==> src/leb_pkg.sv <==
`timescale 1ns / 1ps
`default_nettype none
package leb_pkg;
  localparam int LineMax = 64;
  localparam int PosW = 7;
  localparam int AddrW = 6;

  typedef logic [PosW-1:0] pos_t;
  localparam pos_t PosOne = 7'd1;
  localparam pos_t PosMax = 7'd64;

  typedef enum logic [3:0] {
    KIND_INSERT = 4'd0, KIND_LEFT = 4'd1, KIND_RIGHT = 4'd2, KIND_HOME = 4'd3,
    KIND_END = 4'd4, KIND_WLEFT = 4'd5, KIND_WRIGHT = 4'd6, KIND_DEL = 4'd7,
    KIND_BKSP = 4'd8, KIND_DELWORD = 4'd9, KIND_KILLEND = 4'd10,
    KIND_KILLSTART = 4'd11, KIND_CLEAR = 4'd12, KIND_READOUT = 4'd13,
    KIND_NOP14 = 4'd14, KIND_NOP15 = 4'd15
  } kind_e;

  typedef enum logic [3:0] {
    ST_IDLE, ST_SETUP, ST_SCANL_WS, ST_SCANL_WD, ST_SCANR_WD, ST_SCANR_WS,
    ST_SCAN_END, ST_SHIFT_UP, ST_SHIFT_DN, ST_READ, ST_FINISH
  } state_e;

  // Controller to datapath.
  typedef struct packed {
    logic load;        // latch command on accept
    logic setup;       // prepare pointers and next cursor/length
    logic rd_left;     // read store at scan pointer minus one
    logic rd_here;     // read store at scan pointer
    logic rd_far;      // read store at scan pointer plus gap
    logic step_dn;     // scan pointer minus one
    logic step_up;     // scan pointer plus one
    logic shift_up;    // write read data at p, then p minus one (insert gap)
    logic shift_dn;    // write read data at p, then p plus one (close gap)
    logic write_ch;    // write inserted character at cursor
    logic cut_setup;   // prepare the cut after a word scan
    logic take_p;      // next cursor is the scan pointer
    logic finish;      // apply cursor/length and emit one result
    logic emit_char;   // emit one readout beat
  } ctl_t;

  // Datapath to controller.
  typedef struct packed {
    logic [3:0] kind;
    logic       p_zero;    // scan pointer at 0
    logic       p_at_len;  // scan pointer at length
    logic       rd_ws;     // registered read data is whitespace
    logic       shift_end; // gap closing reached end
    logic       up_end;    // gap opening reached cursor
    logic       ins_ok;
    logic       need_shift_dn;
    logic       len_zero;
    logic       last_char;
  } sts_t;

  function automatic logic is_ws(input logic [7:0] c);
    return (c >= 8'h09 && c <= 8'h0D) || c == 8'h20;
  endfunction
endpackage
`default_nettype wire

==> src/line_edit_buffer_engine.sv <==
`timescale 1ns / 1ps
`default_nettype none
// Line editor: one command per start beat while busy is low. Each command
// gives one result beat on result_valid_o; readout gives one beat per
// character (or one beat for an empty line). The receiver cannot stall.
// Busy stays high from the accepting edge until the last result beat is on
// the outputs, and is low again in that cycle. Moves, kills to the end, clear
// and unused kinds go from setup straight to finish. Inserts and deletions
// move the text store one entry at a time (read, then write), word scans read
// and then test one character at a time, and readout reads each character
// before it gives its beat.
module line_edit_buffer_engine (
  input  wire logic       clk_i,
  input  wire logic       rst_ni,
  input  wire logic       start,
  output logic            busy,
  input  wire logic [3:0] kind_i,
  input  wire logic [7:0] char_code_i,
  input  wire logic       max_len_we_i,
  input  wire logic [6:0] max_len_i,
  output logic            result_valid_o,
  output logic            changed_o,
  output logic [6:0]      cursor_pos_o,
  output logic [6:0]      text_len_o,
  output logic [7:0]      char_out_o,
  output logic            last_o
);
  leb_pkg::ctl_t ctl;
  leb_pkg::sts_t sts;

  leb_ctrl u_ctrl (
    .clk_i, .rst_ni, .start, .busy, .sts_i(sts), .ctl_o(ctl)
  );

  leb_dp u_dp (
    .clk_i, .rst_ni, .kind_i, .char_code_i, .max_len_we_i, .max_len_i,
    .ctl_i(ctl), .sts_o(sts), .res_valid_o(result_valid_o), .changed_o,
    .cursor_pos_o, .text_len_o, .char_out_o, .last_o
  );
endmodule
`default_nettype wire

==> src/leb_ctrl.sv <==
`timescale 1ns / 1ps
`default_nettype none
module leb_ctrl (
  input  wire logic          clk_i,
  input  wire logic          rst_ni,
  input  wire logic          start,
  output logic               busy,
  input  wire leb_pkg::sts_t sts_i,
  output leb_pkg::ctl_t      ctl_o
);
  leb_pkg::state_e state_q, state_d;

  // Store accesses issue a read, then use the registered data in the next cycle: a phase bit.
  logic ph_q, ph_d;

  always_ff @(posedge clk_i or negedge rst_ni) begin
    if (!rst_ni) begin
      state_q <= leb_pkg::ST_IDLE;
      ph_q    <= 1'b0;
    end else begin
      state_q <= state_d;
      ph_q    <= ph_d;
    end
  end

  assign busy = (state_q != leb_pkg::ST_IDLE);

  always_comb begin
    state_d = state_q;
    ph_d    = 1'b0;
    case (state_q)
      leb_pkg::ST_IDLE: begin
        if (start) state_d = leb_pkg::ST_SETUP;
      end
      leb_pkg::ST_SETUP: begin
        case (sts_i.kind)
          leb_pkg::KIND_WLEFT, leb_pkg::KIND_DELWORD: state_d = leb_pkg::ST_SCANL_WS;
          leb_pkg::KIND_WRIGHT: state_d = leb_pkg::ST_SCANR_WD;
          leb_pkg::KIND_INSERT:
            state_d = sts_i.ins_ok ? leb_pkg::ST_SHIFT_UP : leb_pkg::ST_FINISH;
          leb_pkg::KIND_DEL, leb_pkg::KIND_BKSP, leb_pkg::KIND_KILLSTART:
            state_d = sts_i.need_shift_dn ? leb_pkg::ST_SHIFT_DN : leb_pkg::ST_FINISH;
          leb_pkg::KIND_READOUT:
            state_d = sts_i.len_zero ? leb_pkg::ST_FINISH : leb_pkg::ST_READ;
          default: state_d = leb_pkg::ST_FINISH;
        endcase
      end
      leb_pkg::ST_SCANL_WS: begin
        if (!ph_q) begin
          if (sts_i.p_zero) state_d = leb_pkg::ST_SCAN_END;
          else ph_d = 1'b1;
        end else if (!sts_i.rd_ws) begin
          // The word character just read is tested again in the word phase.
          state_d = leb_pkg::ST_SCANL_WD;
          ph_d    = 1'b1;
        end
      end
      leb_pkg::ST_SCANL_WD: begin
        if (!ph_q) begin
          if (sts_i.p_zero) state_d = leb_pkg::ST_SCAN_END;
          else ph_d = 1'b1;
        end else if (sts_i.rd_ws) begin
          state_d = leb_pkg::ST_SCAN_END;
        end
      end
      leb_pkg::ST_SCANR_WD: begin
        if (!ph_q) begin
          if (sts_i.p_at_len) state_d = leb_pkg::ST_SCAN_END;
          else ph_d = 1'b1;
        end else if (sts_i.rd_ws) begin
          state_d = leb_pkg::ST_SCANR_WS;
          ph_d    = 1'b1;
        end
      end
      leb_pkg::ST_SCANR_WS: begin
        if (!ph_q) begin
          if (sts_i.p_at_len) state_d = leb_pkg::ST_SCAN_END;
          else ph_d = 1'b1;
        end else if (!sts_i.rd_ws) begin
          state_d = leb_pkg::ST_SCAN_END;
        end
      end
      leb_pkg::ST_SCAN_END: begin
        state_d = (sts_i.kind == leb_pkg::KIND_DELWORD) ? leb_pkg::ST_SHIFT_DN
                                                         : leb_pkg::ST_FINISH;
      end
      leb_pkg::ST_SHIFT_UP: begin
        if (!ph_q) begin
          if (sts_i.up_end) state_d = leb_pkg::ST_FINISH;
          else ph_d = 1'b1;
        end
      end
      leb_pkg::ST_SHIFT_DN: begin
        if (!ph_q) begin
          if (sts_i.shift_end) state_d = leb_pkg::ST_FINISH;
          else ph_d = 1'b1;
        end
      end
      leb_pkg::ST_READ: begin
        if (!ph_q) ph_d = 1'b1;
        else if (sts_i.last_char) state_d = leb_pkg::ST_IDLE;
      end
      leb_pkg::ST_FINISH: state_d = leb_pkg::ST_IDLE;
      default: state_d = leb_pkg::ST_IDLE;
    endcase
  end

  always_comb begin
    ctl_o = '0;
    case (state_q)
      leb_pkg::ST_IDLE: ctl_o.load = start;
      leb_pkg::ST_SETUP: ctl_o.setup = 1'b1;
      leb_pkg::ST_SCANL_WS: begin
        if (!ph_q) ctl_o.rd_left = !sts_i.p_zero;
        else ctl_o.step_dn = sts_i.rd_ws;
      end
      leb_pkg::ST_SCANL_WD: begin
        if (!ph_q) ctl_o.rd_left = !sts_i.p_zero;
        else ctl_o.step_dn = !sts_i.rd_ws;
      end
      leb_pkg::ST_SCANR_WD: begin
        if (!ph_q) ctl_o.rd_here = !sts_i.p_at_len;
        else ctl_o.step_up = !sts_i.rd_ws;
      end
      leb_pkg::ST_SCANR_WS: begin
        if (!ph_q) ctl_o.rd_here = !sts_i.p_at_len;
        else ctl_o.step_up = sts_i.rd_ws;
      end
      leb_pkg::ST_SCAN_END: begin
        if (sts_i.kind == leb_pkg::KIND_DELWORD) ctl_o.cut_setup = 1'b1;
        else ctl_o.take_p = 1'b1;
      end
      leb_pkg::ST_SHIFT_UP: begin
        if (!ph_q) begin
          ctl_o.rd_left  = !sts_i.up_end;
          ctl_o.write_ch = sts_i.up_end;
        end else begin
          ctl_o.shift_up = 1'b1;
        end
      end
      leb_pkg::ST_SHIFT_DN: begin
        if (!ph_q) ctl_o.rd_far = !sts_i.shift_end;
        else ctl_o.shift_dn = 1'b1;
      end
      leb_pkg::ST_READ: begin
        if (!ph_q) ctl_o.rd_here = 1'b1;
        else ctl_o.emit_char = 1'b1;
      end
      leb_pkg::ST_FINISH: ctl_o.finish = 1'b1;
      default: ;
    endcase
  end
endmodule
`default_nettype wire

==> src/leb_dp.sv <==
`timescale 1ns / 1ps
`default_nettype none
module leb_dp (
  input  wire logic                   clk_i,
  input  wire logic                   rst_ni,
  input  wire logic [3:0]             kind_i,
  input  wire logic [7:0]             char_code_i,
  input  wire logic                   max_len_we_i,
  input  wire logic [6:0]             max_len_i,
  input  wire leb_pkg::ctl_t          ctl_i,
  output leb_pkg::sts_t               sts_o,
  output logic                        res_valid_o,
  output logic                        changed_o,
  output logic [leb_pkg::PosW-1:0]    cursor_pos_o,
  output logic [leb_pkg::PosW-1:0]    text_len_o,
  output logic [7:0]                  char_out_o,
  output logic                        last_o
);
  logic [7:0]    mem_q [leb_pkg::LineMax];
  logic [7:0]    rd_q;
  leb_pkg::pos_t len_q, cur_q, max_q, p_q, dist_q, end_q;
  leb_pkg::pos_t ncur_q, nlen_q;
  logic          nchg_q;
  logic [3:0]    kind_q;
  logic [7:0]    ch_q;
  logic          ov_q, chg_q, last_q;
  leb_pkg::pos_t ocur_q, olen_q;
  logic [7:0]    och_q;

  logic printable, ins_ok, last_char;
  assign printable = (ch_q >= 8'h20) && (ch_q <= 8'h7E);
  assign ins_ok    = printable && (len_q < max_q);
  assign last_char = (p_q + leb_pkg::PosOne) >= len_q;

  // One read and one write port on the text store.
  leb_pkg::pos_t raddr_w, waddr_w;
  logic [7:0]    wdata_w;
  logic          rd_en, wr_en;

  always_comb begin
    if (ctl_i.rd_left) raddr_w = p_q - leb_pkg::PosOne;
    else if (ctl_i.rd_far) raddr_w = p_q + dist_q;
    else raddr_w = p_q;
  end

  assign rd_en   = ctl_i.rd_left || ctl_i.rd_here || ctl_i.rd_far;
  assign wr_en   = ctl_i.shift_up || ctl_i.shift_dn || ctl_i.write_ch;
  assign waddr_w = ctl_i.write_ch ? cur_q : p_q;
  assign wdata_w = ctl_i.write_ch ? ch_q : rd_q;

  always_ff @(posedge clk_i) begin
    if (rd_en) rd_q <= mem_q[raddr_w[leb_pkg::AddrW-1:0]];
    if (wr_en) mem_q[waddr_w[leb_pkg::AddrW-1:0]] <= wdata_w;
  end

  // Pointers and next cursor/length for the latched command.
  leb_pkg::pos_t p_set, ncur_set, nlen_set, dist_set, end_set;
  logic          nchg_set;

  always_comb begin
    p_set    = cur_q;
    ncur_set = cur_q;
    nlen_set = len_q;
    dist_set = '0;
    end_set  = len_q;
    nchg_set = 1'b0;
    case (kind_q)
      leb_pkg::KIND_INSERT: if (ins_ok) begin
        p_set    = len_q;
        ncur_set = cur_q + leb_pkg::PosOne;
        nlen_set = len_q + leb_pkg::PosOne;
        nchg_set = 1'b1;
      end
      leb_pkg::KIND_LEFT: if (cur_q != '0) ncur_set = cur_q - leb_pkg::PosOne;
      leb_pkg::KIND_RIGHT: if (cur_q < len_q) ncur_set = cur_q + leb_pkg::PosOne;
      leb_pkg::KIND_HOME: ncur_set = '0;
      leb_pkg::KIND_END: ncur_set = len_q;
      leb_pkg::KIND_DEL: if (cur_q < len_q) begin
        dist_set = leb_pkg::PosOne;
        end_set  = len_q - leb_pkg::PosOne;
        nlen_set = len_q - leb_pkg::PosOne;
        nchg_set = 1'b1;
      end
      leb_pkg::KIND_BKSP: if (cur_q != '0) begin
        p_set    = cur_q - leb_pkg::PosOne;
        dist_set = leb_pkg::PosOne;
        end_set  = len_q - leb_pkg::PosOne;
        ncur_set = cur_q - leb_pkg::PosOne;
        nlen_set = len_q - leb_pkg::PosOne;
        nchg_set = 1'b1;
      end
      leb_pkg::KIND_KILLEND: if (cur_q < len_q) begin
        nlen_set = cur_q;
        nchg_set = 1'b1;
      end
      leb_pkg::KIND_KILLSTART: if (cur_q != '0) begin
        p_set    = '0;
        dist_set = cur_q;
        end_set  = len_q - cur_q;
        ncur_set = '0;
        nlen_set = len_q - cur_q;
        nchg_set = 1'b1;
      end
      leb_pkg::KIND_CLEAR: begin
        ncur_set = '0;
        nlen_set = '0;
        nchg_set = (len_q != '0);
      end
      leb_pkg::KIND_READOUT: p_set = '0;
      default: ;
    endcase
  end

  // Width of the word cut found by a leftward scan.
  leb_pkg::pos_t span_w;
  assign span_w = cur_q - p_q;

  always_ff @(posedge clk_i or negedge rst_ni) begin
    if (!rst_ni) begin
      len_q  <= '0;
      cur_q  <= '0;
      max_q  <= leb_pkg::PosMax;
      p_q    <= '0;
      dist_q <= '0;
      end_q  <= '0;
      kind_q <= '0;
      ch_q   <= '0;
      ncur_q <= '0;
      nlen_q <= '0;
      nchg_q <= 1'b0;
    end else begin
      if (max_len_we_i)
        max_q <= (max_len_i != 7'd0 && max_len_i <= leb_pkg::PosMax)
                 ? max_len_i : leb_pkg::PosMax;
      if (ctl_i.load) begin
        kind_q <= kind_i;
        ch_q   <= char_code_i;
      end
      if (ctl_i.setup) begin
        p_q    <= p_set;
        ncur_q <= ncur_set;
        nlen_q <= nlen_set;
        nchg_q <= nchg_set;
        dist_q <= dist_set;
        end_q  <= end_set;
      end else if (ctl_i.cut_setup) begin
        // An empty cut ends the gap closing at once.
        dist_q <= span_w;
        end_q  <= (span_w == '0) ? p_q : len_q - span_w;
        ncur_q <= p_q;
        nlen_q <= len_q - span_w;
        nchg_q <= (span_w != '0);
      end else if (ctl_i.take_p) begin
        ncur_q <= p_q;
      end else if (ctl_i.step_dn || ctl_i.shift_up) begin
        p_q <= p_q - leb_pkg::PosOne;
      end else if (ctl_i.step_up || ctl_i.shift_dn || ctl_i.emit_char) begin
        p_q <= p_q + leb_pkg::PosOne;
      end
      if (ctl_i.finish) begin
        cur_q <= ncur_q;
        len_q <= nlen_q;
      end
    end
  end

  // Result register for one beat.
  always_ff @(posedge clk_i or negedge rst_ni) begin
    if (!rst_ni) begin
      ov_q   <= 1'b0;
      chg_q  <= 1'b0;
      ocur_q <= '0;
      olen_q <= '0;
      och_q  <= 8'h00;
      last_q <= 1'b0;
    end else if (ctl_i.finish) begin
      ov_q   <= 1'b1;
      chg_q  <= nchg_q;
      ocur_q <= ncur_q;
      olen_q <= nlen_q;
      och_q  <= 8'h00;
      last_q <= 1'b1;
    end else if (ctl_i.emit_char) begin
      ov_q   <= 1'b1;
      chg_q  <= 1'b0;
      ocur_q <= cur_q;
      olen_q <= len_q;
      och_q  <= rd_q;
      last_q <= last_char;
    end else begin
      ov_q <= 1'b0;
    end
  end

  assign res_valid_o  = ov_q;
  assign changed_o    = chg_q;
  assign cursor_pos_o = ocur_q;
  assign text_len_o   = olen_q;
  assign char_out_o   = och_q;
  assign last_o       = last_q;

  assign sts_o.kind          = kind_q;
  assign sts_o.p_zero        = (p_q == '0);
  assign sts_o.p_at_len      = (p_q == len_q);
  assign sts_o.rd_ws         = leb_pkg::is_ws(rd_q);
  assign sts_o.shift_end     = (p_q >= end_q);
  assign sts_o.up_end        = (p_q == cur_q);
  assign sts_o.ins_ok        = ins_ok;
  assign sts_o.need_shift_dn = (kind_q == leb_pkg::KIND_DEL) ? (cur_q < len_q)
                             : (cur_q != '0);
  assign sts_o.len_zero      = (len_q == '0);
  assign sts_o.last_char     = last_char;

  assert property (@(posedge clk_i) disable iff (!rst_ni) cur_q <= len_q)
    else $error("cursor beyond length");
  assert property (@(posedge clk_i) disable iff (!rst_ni) len_q <= leb_pkg::PosMax)
    else $error("length beyond line size");
  assert property (@(posedge clk_i) disable iff (!rst_ni)
                   max_q != '0 && max_q <= leb_pkg::PosMax)
    else $error("line limit out of range");
  assert property (@(posedge clk_i) disable iff (!rst_ni) !(ctl_i.finish && ctl_i.emit_char))
    else $error("two result sources at once");
endmodule
`default_nettype wire

==> config.mk <==
export PLATFORM = sky130hd
export DESIGN_NAME = line_edit_buffer_engine
export DESIGN_NICKNAME = d
export VERILOG_FILES = /design/src/leb_pkg.sv /design/src/line_edit_buffer_engine.sv /design/src/leb_ctrl.sv /design/src/leb_dp.sv
export SDC_FILE = /design/constraint.sdc
export NUM_CORES = 1
export LEC_CHECK = 0
export BUFFER_PORTS_ARGS = -buffer_cell sky130_fd_sc_hd__buf_2
export CAP_MARGIN = 25
export CELL_PAD_IN_SITES_DETAIL_PLACEMENT = 1
export CELL_PAD_IN_SITES_GLOBAL_PLACEMENT = 1
export CORE_ASPECT_RATIO = 1.1
export CORE_UTILIZATION = 40
export DETAILED_ROUTE_END_ITERATION = 10
export GPL_ROUTABILITY_DRIVEN = 0
export MAX_ROUTING_LAYER = met4
export PLACE_DENSITY = 0.7
export SYNTH_ARGS = -nofsm -noshare
export SYNTH_HDL_FRONTEND = slang
export SYNTH_HIERARCHICAL = 1
export SYNTH_SLANG_ARGS = --single-unit
==> constraint.sdc <==
create_clock -name clk_i -period 5.08 [get_ports clk_i]
set_input_delay 0 -clock clk_i [delete_from_list [all_inputs] [get_ports clk_i]]
set_output_delay 0 -clock clk_i [all_outputs]
set_load 0.01 [all_outputs]
* Word-level counts from Yosys, hierarchy flattened
Memory sizes are Yosys's and may differ from the RTL's. A register that Yosys moved wholly into a read port is not among the register bits.
Index checks and enable logic that the tools add are counted.
** Word-level totals
- Register bits after elaboration :: 98
- RAM bits :: 512
- Bits of input ports :: 23
- Output and inout bits :: 26
- Logic and storage cells :: 238
- Memories kept :: 1
** Operators by class
- Add/subtract/negate cells :: 10
- Magnitude comparators :: 9
- Equality and inequality tests :: 39
- Mux-type cells :: 119
- Reduce and logical (&&, ||, !) cells :: 41
** Memory list
- u_dp.mem_q :: depth 64, bits a word 8, read ports 1, clocked after memory_dff 1, write ports 1, line leb_dp.sv:19 : logic [7:0] mem_q [leb_pkg::LineMax];
** Operators by type and width (number)
- $mux W7 :: 28
- $pmux W7 S6 :: 2
- $mux W4 :: 18
- $mux W1 :: 47
- $pmux W4 S10 :: 1
- $eq A4 B4 Y1 const B :: 9
- $mux W6 :: 6
- $eq A4 B3 Y1 const B :: 8
- $pmux W7 S4 :: 1
- $reduce_bool A7 Y1 :: 4
- $mux W8 :: 3
- $add A7 B1 Y7 const B :: 3
- $logic_not A7 Y1 :: 3
- $pmux W7 S3 :: 1
- $sub A7 B1 Y7 const B :: 3
- $sub A7 B7 Y7 :: 3
- $pmux W4 S5 :: 1
- $pmux W6 S3 :: 1
- $eq A4 B2 Y1 const B :: 4
- $eq A7 B7 Y1 :: 2
- $ge A7 B7 Y1 :: 2
- $lt A7 B7 Y1 :: 2
- $reduce_or A2 Y1 :: 7
- $ne A2 B1 Y1 const B :: 6
- other kinds (25) :: 53

* Logic depth before layout (Yosys ltp)
Gate-level depths: netlist of run 1.
- Depth in word-level cells :: 13
- Mapped depth :: 24
- Gate-level depth less buffers :: 19

* Modules after synthesis
Netlist of run 1, hierarchy kept.
** Modules (own cells, without submodules)
- leb_dp :: times used 1, cells an instance 2501, area each 28611.2 um^2, sequential area each 17943.5 um^2
- leb_ctrl :: times used 1, cells an instance 111, area each 864.6 um^2, sequential area each 125.1 um^2

* Least setup slack after synthesis of run 1
Ideal clock, no wire load.
- Kind :: reg-to-reg
- Start point :: reg u_dp.p_q[5]
- End point :: mem u_dp.mem_q[0][5] (data pin)
- Setup time :: 0.702 ns
- Data arrival time :: 4.757 ns
- Data required time :: 4.378 ns
- Slack :: -0.379 ns
- Stages on the path, launching flop included :: 11
- Buffers on the path :: 3
- Period minus slack after synthesis :: 5.459 ns
- Cells stage by stage :: dfrtp_1 clkbuf_1 clkinv_1 ha_1 inv_1 nor4_1 and2b_2 nor2b_1 clkbuf_1 buf_1 o21ai_0
** RTL lines
- start: declaration :: line leb_dp.sv:21 : leb_pkg::pos_t len_q, cur_q, max_q, p_q, dist_q, end_q;
- start signal: assignment :: line leb_dp.sv:140 : p_q <= p_set;
- start signal: assignment :: line leb_dp.sv:156 : p_q <= p_q - leb_pkg::PosOne;
- start signal: assignment :: line leb_dp.sv:158 : p_q <= p_q + leb_pkg::PosOne;
- end: declaration :: line leb_dp.sv:19

==> metrics.yaml, run 1 <==
outcome: "finished with violations"
failed_checks: "design-rule violations"
wl_mm: 101
final_max_slew_viol_count: 0
p_switching_mw: 12.7
p_seq_share_pct: 25.6
synthDistinctLibCells: 102
overflow: 0
critPathMaxFanout: 27
syn_area_um2: 29500
clkTransAtPathRegs_ns: 0.06
fp.dieH_um: 287
cts.path.max_buffers: 3
vias_per_cell: 5.94
period_share_pct: 96.5
hold_class: "input pin to flop"
start_kind: "flop"
rsz0062_at_grt: "false"
clkLatencyLatePin_ns: 0.62
synth_top_area_cell: "edfxtp_1"
drcViolationCount: 4
worst_slack_ns: 0.180
stdcell_area_um2: 34900
internal_power_mw: 15.1
powerDensity_nw_per_um2: 796
critPathBufInv: 5
final_layout_size_suffix_gt1_share_pct: 15.8
max_freq_ghz: 0.204
cts-root-buf: "clkbuf_16"
cp_slowest_cell: "o311ai_1"
clock-sinks: 618
p_leak_nw: 12.9
top_level_ports: 49
critPathLaunch: "u_dp/p_q[0]"
ys.warnings.count: 6
reg2reg_slack_ns: 0.18
synth_top_area_share_pct: 53.0
rr_startpoint: "u_dp/p_q[0]"
fin_crit_ns: 4.90
initial_core_util_pct: 40.4
final_core_util_pct: 47.8
final_antenna_net_count: 0
grt_max_degree: 65
stdcell_count: 3852
p_clk_share_pct: 18.6
whs_ns: 0.158
placed_area_um2: 32100
grt.total_usage_pct: 27.8
fin_nets: 2922
antenna_found_initial: 1
avgSynthCellArea_um2: 11.3
vdd_drop_max_uv: 450
crit_arrival_ns: 5.25
grt_first_pass_wirelength_mm: 152
maxCapViolCount: 0
end_kind: "flop"
core_um2: 73000
hp-start: "kind_i[0]"
die_w_um: 261
ys_seq_area_share_pct: 61.3
ys_ff_latch: 618
fp-row-count: 104
fin_skew_ns: 0.0152
tritoncts: "done"
place_inst: 3685
syn_to_final_growth_pct: 18.4
tightest_slew_ns: 1.10
netlist_instances: 2612
async_flop_share_pct: 15.9
io_buffers: 48
critical-path-top-delay-family: "compound AO/OA/AOI/OAI gates"
synth_fp_nets: 2691
synth_edf_count: 520
cts_buffers: 70
synthFlopType: "edfxtp_1"
antenna_cells: 0
htreeDepth: 3
route.vias.total: 22900
drt-pass1-iter-count: 8
dpl.hpwl_mm: 68.7
hold_viol: 0
path_cells: "inv_1, ha_1, nand2b_1, a21o_1, a21o_1, a21o_1, a21oi_1, nor2b_1, o21ai_0, nand2b_1, nor3_2, buf_4, nor2_1, buf_4, a221o_4, buf_4, buf_12, nand2_1, nand2_1, o311ai_1, o21ai_0, o32a_1"
crit_required_ns: 5.43
grt_pass1_vias: 24000
avgRoutedWirePerCell_um: 26.3
critPathMaxStageDelay_ns: 0.43
synthTopCellsByArea: "edfxtp_1 53%, dfrtp_1 8.2%, nand2_1 7.0%, nor2_1 2.5%, nand3_1 2.4%"
relSlewSlack_pct: 26.4
comb_power_share_pct: 55.8
p_sw_share_pct: 45.7
dieArea_um2: 74800
critPathKind: "flop to flop"
preCtsSetupSlack_ns: -0.214
drtIter0Drc: 1978
setup_viol: 0
cell usage after synthesis, drive strengths merged (22+ instances only):
cell / instances
nand2: 554
edfxtp: 520
nor2: 198
nand3: 144
o21ai: 117
dfrtp: 97
clkbuf: 86
a21oi: 85
buf: 78
and3: 60
ha: 52
inv: 51
a31oi: 46
a311oi: 45
mux2i: 42
nor3: 38
xnor2: 34
mux2: 22
nor2b: 22
timing repair:
action | in CTS | in global routing
endpoints found under the setup margin | 3 | 8
hold buffers | 36 | 0
cloned | 0 | 1
pin swaps | 0 | 3
resized for setup | 6 | 10
endpoints found under the hold margin | 68 | 0
setup buffers | 0 | 2
worst paths after layout:
kind	depth (start not counted)	end
setup / recovery	22	u_dp/rd_q[2]
hold / removal	3	u_dp/kind_q[0]
setup reg to reg	22	u_dp/rd_q[2]
hold reg to reg	2	u_dp/cursor_pos_o[0]
max in group asynchronous	4	u_ctrl/state_q[3]
min in group asynchronous	3	u_dp/len_q[5]
area by class of cell:
class	count	area, um2
fill	7765	38100
sequential	618	18100
multi-input combinational	1773	10500
timing repair buffer	323	2640
clock buffer	95	1980
tap	954	1190
clock inverter	32	339
inverter	57	219
power groups by stage:
stage,Combinational [mW],Sequential [mW],Clock (mW)
floorplan,8.77,6.99,0
global placement,14.5,7.18,0
detailed placement,15.0,7.19,0
CTS,15.2,7.09,5.26
global route,16.5,7.14,5.43
finish,15.5,7.11,5.16
metal layers:
metal | GRT usage, % | share of wire [%] | vias to the layer above
met1 | 33.4 | 39 | 11700
li1 | - | - | 10100
met2 | 46.8 | 50 | 859
met3 | 3.21 | 5.5 | 253
met4 | 12.9 | 4.9 | 0
met5 | - | 0 | -
metrics by stage:
| stage | total power [mW] | setup TNS, ns |
|---|---|---|
| after floorplan | 15.8 | 0 |
| after global placement | 21.7 | -0.783 |
| after CTS | 27.6 | 0 |
| after detailed placement | 22.2 | -0.400 |
| final | 27.8 | 0 |
| after global routing | 29.1 | 0 |
cells by family after synthesis:
group,share of synthesized area (%)
buf+inv,3.53
compound gates,11.5
fa+ha+maj,2.55
mux,2.88
flops,61.3
simple gates,16.8
xor+xnor,1.43
sequential cells by signal, indices dropped and copies added, names as in the netlist, 8 cells and up:
register and count:
u_dp/char_out_o 8, u_dp/mem_q 512, u_dp/rd_q 8, u_dp/ch_q 8
worst min-delay path: stages:
cell and delay (ns):
dlygate4sd3_1 0.52, buf_2 0.09, mux2_2 0.13
cell usage in the layout, fill, tap and decap left out, types with 52 or more instances in the layout:
cell       count
clkbuf_16     77
nor2_1       197
dfrtp_1       97
and3_1        59
ha_1          52
nand2_1      552
buf_4        218
a21oi_1       83
nand3_1      144
edfxtp_1     520
o21ai_0      106
Note: power is estimated with default switching activity, not from simulation.
==> inputs of run 2 (changes only) <==
Settings changed: CORE_UTILIZATION 40 to 47, PLACE_DENSITY 0.7 to 0.8.
==> run 2 against run 1 <==
- the run now ends clean
- sequential share of layout area increased by 1.5 points
- clock-buffer cell count decreased by 8
- clock skew increased by 0.011 ns
- final area decreased by 2.8%
- setup slack got worse by 0.032 ns
==> metrics.yaml, run 2 (synthesis results as in run 1) <==
critPathBufInv: 4  # -1
hold_viol: 0  # unchanged
path_cells: "inv_1, ha_1, nand2b_1, a21o_1, a21o_1, a21o_1, a21oi_1, nor2b_1, o21ai_0, nand2b_1, nor3_1, buf_4, nor2_1, a221oi_2, o31a_2, buf_12, buf_4, nand3_1, a21oi_1, o21ai_0, o32a_1"
grt.total_usage_pct: 32.3  # +4.5 points
drtIter0Drc: 2527  # +28%
final_antenna_net_count: 0  # unchanged
whs_endpoint: "u_dp/kind_q[3]"
hp-start: "kind_i[3]"
final_max_slew_viol_count: 0  # unchanged
reg2reg_to: "u_dp/rd_q[1]"
initial_core_util_pct: 47.9  # +7.5 points
critical-path-top-delay-family: "compound AO/OA/AOI/OAI gates"
final_layout_size_suffix_gt1_share_pct: 13.6  # -2.2 points
avgRoutedWirePerCell_um: 27.3  # +3.6%
vias_per_cell: 6.35  # +6.9%
reg2reg_slack_ns: 0.15  # -0.03 ns
setup_viol: 0  # unchanged
ff2ff_path_depth: 21  # -4.5%
worst_slack_ns: 0.149  # -0.0315 ns
cts-root-buf: "clkbuf_16"
dieArea_um2: 63700  # -15%
crit_required_ns: 5.44  # about the same
whs_ns: 0.172  # +0.0133 ns
critPathMaxFanout: 28  # +3.7%
crit_arrival_ns: 5.30  # +0.05 ns
fp-row-count: 95  # -8.7%
clkLatencyLatePin_ns: 0.63  # about the same
fp.dieH_um: 265  # -7.7%
crit_top_cell: "a21o_1"
tightest_slew_ns: 1.08  # -0.0211 ns
route.vias.total: 23200  # +1.3%
final_cell_mix: "552 x nand2_1, 520 x edfxtp_1, 196 x nor2_1"
fin_crit_ns: 4.93  # +0.0315 ns
top_level_ports: 49  # unchanged
holdPathStages: 3  # unchanged
cts_buffers: 67  # -4.3%
wl_mm: 99.6  # -1.8%
cp_slowest_cell: "a221oi_2"
tritoncts: "done"
clock-sinks: 618  # unchanged
start_kind: "flop"
clkTransAtPathRegs_ns: 0.06  # about the same
relSlewSlack_pct: 27.5  # +1.1 points
dpl.hpwl_mm: 64.1  # -6.8%
drcViolationCount: 0  # -4
largest_reg_flops: 512  # unchanged
layout_commonest_cell: "nand2_1"
critPathKind: "flop to flop"
preCtsSetupSlack_ns: 0.106  # +0.320 ns
drt-pass1-iter-count: 6  # -2
rr_startpoint: "u_dp/p_q[0]"
fin_skew_ns: 0.0260  # +0.0108 ns
syn_to_final_growth_pct: 15.1
io_buffers: 48  # unchanged
powerDensity_nw_per_um2: 782  # -1.8%
cts.path.max_buffers: 3  # unchanged
maxCapViolCount: 0  # unchanged
antenna_found_initial: 1  # unchanged
end_kind: "flop"
die_w_um: 241  # -7.7%
htreeDepth: 3  # unchanged
grt_pass1_vias: 24500  # +2.1%
critPathMaxStageDelay_ns: 0.41  # -0.02 ns
hold_class: "input pin to flop"
period_share_pct: 97.1  # +0.62 points
outcome: "finished clean"
max_freq_ghz: 0.203  # -0.64%
overflow: 0  # unchanged
core_um2: 61600  # -16%
grt_max_degree: 67  # +3.1%
grt_first_pass_wirelength_mm: 150  # -1.5%
p_leak_nw: 12.4  # -3.6%
vdd_drop_max_uv: 699  # +55%
fin_nets: 2859  # -2.2%
place_inst: 3495  # -5.2%
stdcell_count: 3651  # -5.2%
final_core_util_pct: 55.1  # +7.3 points
==> run 2: changes by cell type in the layout (fill, tap and decap cells not counted), moves of 3 or more <==
cell | before | now
buf_4 | 218 | 158
clkbuf_16 | 77 | 67
bufinv_16 | 7 | 1
o21ai_0 | 106 | 109
o21ai_1 | 10 | 7
o311ai_0 | 4 | 7
==> run 2: report_power, final <==
group	switching (mW)	internal, mW
clock	2.02	2.51
sequential	0.562	6.61
combinational	9.86	4.97
total	12.4	14.1
==> run 2: what timing repair did <==
item / in CTS / in global routing
endpoints found under the setup margin: 0 / 7
buffers inserted: 0 / 1
hold buffers: 36 / 0
gates resized for setup: 0 / 11
endpoints found under the hold margin: 70 / 0
==> run 2: per-stage QoR <==
step	area [um2]	setup TNS, ns	power [mW]
floorplan	29500	0	15.8
global placement	31500	0	20.7
detailed placement	31500	0	21.3
CTS	33800	0	26.0
global route	33900	-0.0227	27.6
finish	33900	0	26.5
==> run 2: metal layers <==
layer	up-vias	wire length (um)	GRT usage, %
met2	1260	48200	52.1
met1	11600	37200	38.8
met5	-	0	-
met4	0	5430	16.7
li1	9938	-	-
met3	355	8700	5.75
==> run 2: cell type report <==
class                           count  area (um2)
Multi-Input combinational cell   1773       10400
Fill cell                        6486       27600
Tap cell                          824        1030
Clock inverter                     28         189
Clock buffer                       87        1770
Sequential cell                   618       18100
Antenna cell                        1        2.50
Inverter                           57         219
Timing Repair Buffer              263        2190
==> run 2: worst register-to-register path, delay by kind of cell, from the launching register on <==
kind                     cells  cell delay [ns]
AO/OA/AOI/OAI               10             2.46
adder cells (fa/ha/maj)      1             0.29
buffers and inverters        4             0.74
flip-flops                   1             0.39
AND/OR/NAND/NOR              6             0.80
==> run 2: how the worst max path moves through the flow <==
stage	startpoint	end	slack, ns	depth (start not counted)
after floorplan	u_dp/p_q[5]	u_dp/mem_q[0][5]	0.72	10
after global placement	u_dp/p_q[0]	u_dp/rd_q[3]	0.05	21
after detailed placement	u_dp/p_q[0]	u_dp/rd_q[3]	0.11	21
after CTS	u_dp/p_q[0]	u_dp/rd_q[3]	0.04	21
after global routing	u_dp/p_q[0]	u_dp/rd_q[2]	-0.02	22
final	u_dp/p_q[0]	u_dp/rd_q[1]	0.15	21
==> inputs of run 3 (changes only) <==
Settings changed: ABC_AREA set to 1, CORE_UTILIZATION 47 to 45.
==> run 3 against run 2 <==
- global-route usage fell by 0.86 points
- first-iteration DRC count rose by 3.9%
- maximum frequency rose by 2.5%
- clock skew rose by 0.0066 ns
- setup slack improved by 0.12 ns
- critical path depth fell by 9
- synthesized area rose by 7.3%
- routed wire length rose by 8.3%
- via count rose by 13%
- synthesized cell count rose by 34%
- cell count rose by 25%
- critical path type unchanged
==> metrics.yaml, run 3 <==
end_kind: "flop"
avgRoutedWirePerCell_um: 23.7  # -13%
vias_per_cell: 5.77  # -9.2%
drtIter0Drc: 2625  # +3.9%
synth-simple-area-share_pct: 28.3  # +12 points
final_layout_size_suffix_gt1_share_pct: 9.14  # -4.5 points
cts.path.max_buffers: 3  # unchanged
drt-pass1-iter-count: 5  # -1
outcome: "finished clean"
synth_fp_nets: 3573  # +33%
endpoint: "u_dp/mem_q[11][5]"
period_share_pct: 94.7  # -2.4 points
wl_mm: 108  # +8.3%
clkTransAtPathRegs_ns: 0.06  # about the same
ys_seq_area_share_pct: 57.2  # -4.1 points
rsz0062_at_grt: "false"
netlist_top_cells_count: "1,023 x nand2_1, 577 x nand3_1, 520 x edfxtp_1"
drcViolationCount: 0  # unchanged
critPathLaunch: "u_dp/p_q[1]"
synthDistinctLibCells: 50  # -51%
dieArea_um2: 71300  # +12%
multi_input_area_um2: 11500  # +9.9%
max_freq_ghz: 0.208  # +2.5%
core_um2: 69300  # +12%
netlist_instances: 3494  # +34%
final_max_slew_viol_count: 0  # unchanged
synth_top_area_cell: "edfxtp_1"
ys.warnings.count: 6  # unchanged
synth_edf_count: 520  # unchanged
io_buffers: 48  # unchanged
clock-sinks: 618  # unchanged
fin_skew_ns: 0.0327  # +0.00665 ns
start_kind: "flop"
cts-root-buf: "clkbuf_16"
hold_viol: 0  # unchanged
synth_top_family_by_area: "simple AND/OR/NAND/NOR gates"
async_flop_share_pct: 15.9  # unchanged
syn_area_um2: 31600  # +7.3%
dpl.hpwl_mm: 69.6  # +8.7%
relSlewSlack_pct: 25.7  # -1.8 points
fp-row-count: 101  # +6.3%
ff2ff_path_depth: 12  # -43%
whs_ns: 0.0977  # -0.0739 ns
fin_tns_setup_ns: 0  # unchanged
synth.most_common_cell: "nand2_1"
synth_top_area_share_pct: 49.4  # -3.6 points
yosys.area_share.adder_pct: 2.31  # -0.24 points
nFillCells: 7966  # +23%
setup_viol: 0  # unchanged
preCtsSetupSlack_ns: 0.124  # +0.0186 ns
grt_max_degree: 108  # +61%
synthTopCellsByArea: "edfxtp_1 49%, nand2_1 12%, nand3_1 9.1%, dfrtp_1 7.7%, inv_1 4.2%"
layout_commonest_cell: "nand2_1"
worst_slack_ns: 0.271  # +0.122 ns
placed_area_um2: 33400  # +5.8%
final_cell_mix: "1,020 x nand2_1, 577 x nand3_1, 520 x edfxtp_1"
reg2reg_slack_ns: 0.27  # +0.12 ns
crit_arrival_ns: 5.05  # -0.25 ns
initial_core_util_pct: 45.7  # -2.2 points
fin_crit_ns: 4.81  # -0.122 ns
critPathKind: "flop to flop"
crit_required_ns: 5.32  # -0.12 ns
syn_to_final_growth_pct: 14.1
grt_pass1_vias: 27700  # +13%
tightest_slew_ns: 1.11  # +0.0325 ns
cts_setup_buffers: 0  # unchanged
rr_startpoint: "u_dp/p_q[1]"
cts_buffers: 68  # +1.5%
stdcell_area_um2: 36100  # +6.3%
clkLatencyLatePin_ns: 0.61  # -0.02 ns
synth.area.mux_share_pct: 0.178  # -2.7 points
fin_nets: 3659  # +28%
synthFlopType: "edfxtp_1"
critPathMaxFanout: 10  # -64%
route.vias.total: 26300  # +13%
ys_ff_latch: 618  # unchanged
top_level_ports: 49  # unchanged
fp.dieH_um: 280  # +5.8%
die_w_um: 255  # +5.8%
avgSynthCellArea_um2: 9.05  # -20%
tritoncts: "done"
final_antenna_net_count: 0  # unchanged
htreeDepth: 3  # unchanged
grt_first_pass_wirelength_mm: 165  # +10%
antenna_found_initial: 2  # +1
hold_class: "input pin to flop"
maxCapViolCount: 0  # unchanged
synth-xor-area-share_pct: 0.914  # -0.51 points
reg2reg_to: "u_dp/mem_q[11][5]"
largest_reg_flops: 512  # unchanged
overflow: 0  # unchanged
synth_compound_area_share_pct: 4.04  # -7.5 points
seq_area_um2: 18100  # unchanged
grt.total_usage_pct: 31.4  # -0.86 points
-- run 3: changes by cell type in the layout (fill, tap and decap cells not counted), sizes merged, moves of 22 or more --
cell    change
a21oi      -23
a311oi     -45
a31oi      -39
and3       -60
buf        -62
inv       +302
mux2i      -42
nand2     +481
nand3     +436
nand3b    +127
nor2b      -22
xnor2      -25
-- run 3: area by class of cell --
type / instances / area share [%]
flip-flops and latches: 618 / 50.1
multi-input cells: 2327 / 31.8
clock buffers: 84 / 5.09
repair buffers: 198 / 4.67
inverters: 367 / 3.85
well taps: 927 / 3.22
clock inverters: 37 / 1.23
diodes: 2 / 0.0139
-- run 3: kinds of logic after synthesis --
family	Yosys count
simple gates	2000
flops	618
buf+inv	549
compound gates	233
fa+ha+maj	56
xor+xnor	33
mux	5
-- run 3: worst min-delay path by stage --
stage                start              to  cells past startpoint
floorplan           rst_ni     u_ctrl/ph_q                      0
global placement    rst_ni   u_dp/len_q[2]                      1
detailed placement  rst_ni   u_dp/len_q[2]                      1
CTS                  start    u_dp/ch_q[6]                      5
global route         start    u_dp/ch_q[6]                      6
finish               start  u_dp/kind_q[3]                      5
-- run 3: critical path, stage by stage (launching register included) --
cell	delay (ns)
dfrtp_1	0.61
inv_1	0.25
ha_1	0.38
nand3_1	0.09
nor3_1	0.22
inv_1	0.15
nor4_4	0.57
nand2_1	0.12
o21ai_1	0.30
inv_1	0.20
nor3_1	0.31
nand2_1	0.49
nor2_1	0.73
-- run 3: repair_timing --
action	4_1_cts	5_1_grt
hold buffers	34	0
hold endpoints to repair	60	0
gates resized for setup	0	9
endpoints found under the setup margin	0	136
-- run 3: through the flow --
step                util [%]  std cells
floorplan                  -       3494
global placement        48.1       4400
detailed placement      48.2       4401
CTS                     52.0       4556
global route            52.1       4560
finish                  52.1       4560
-- run 3: routing by layer --
| layer | share of wire, % | vias to the layer above | track usage, % |
|---|---|---|---|
| met5 | 0 | - | - |
| met4 | 5.3 | 0 | 16.2 |
| met3 | 6.2 | 311 | 3.80 |
| met2 | 49 | 1055 | 51.7 |
| met1 | 39 | 13100 | 38.0 |
| li1 | - | 11900 | - |
Power of run 3 is not shown: default switching activity piles up to over one toggle a cycle in this logic, so the estimate is an artifact.
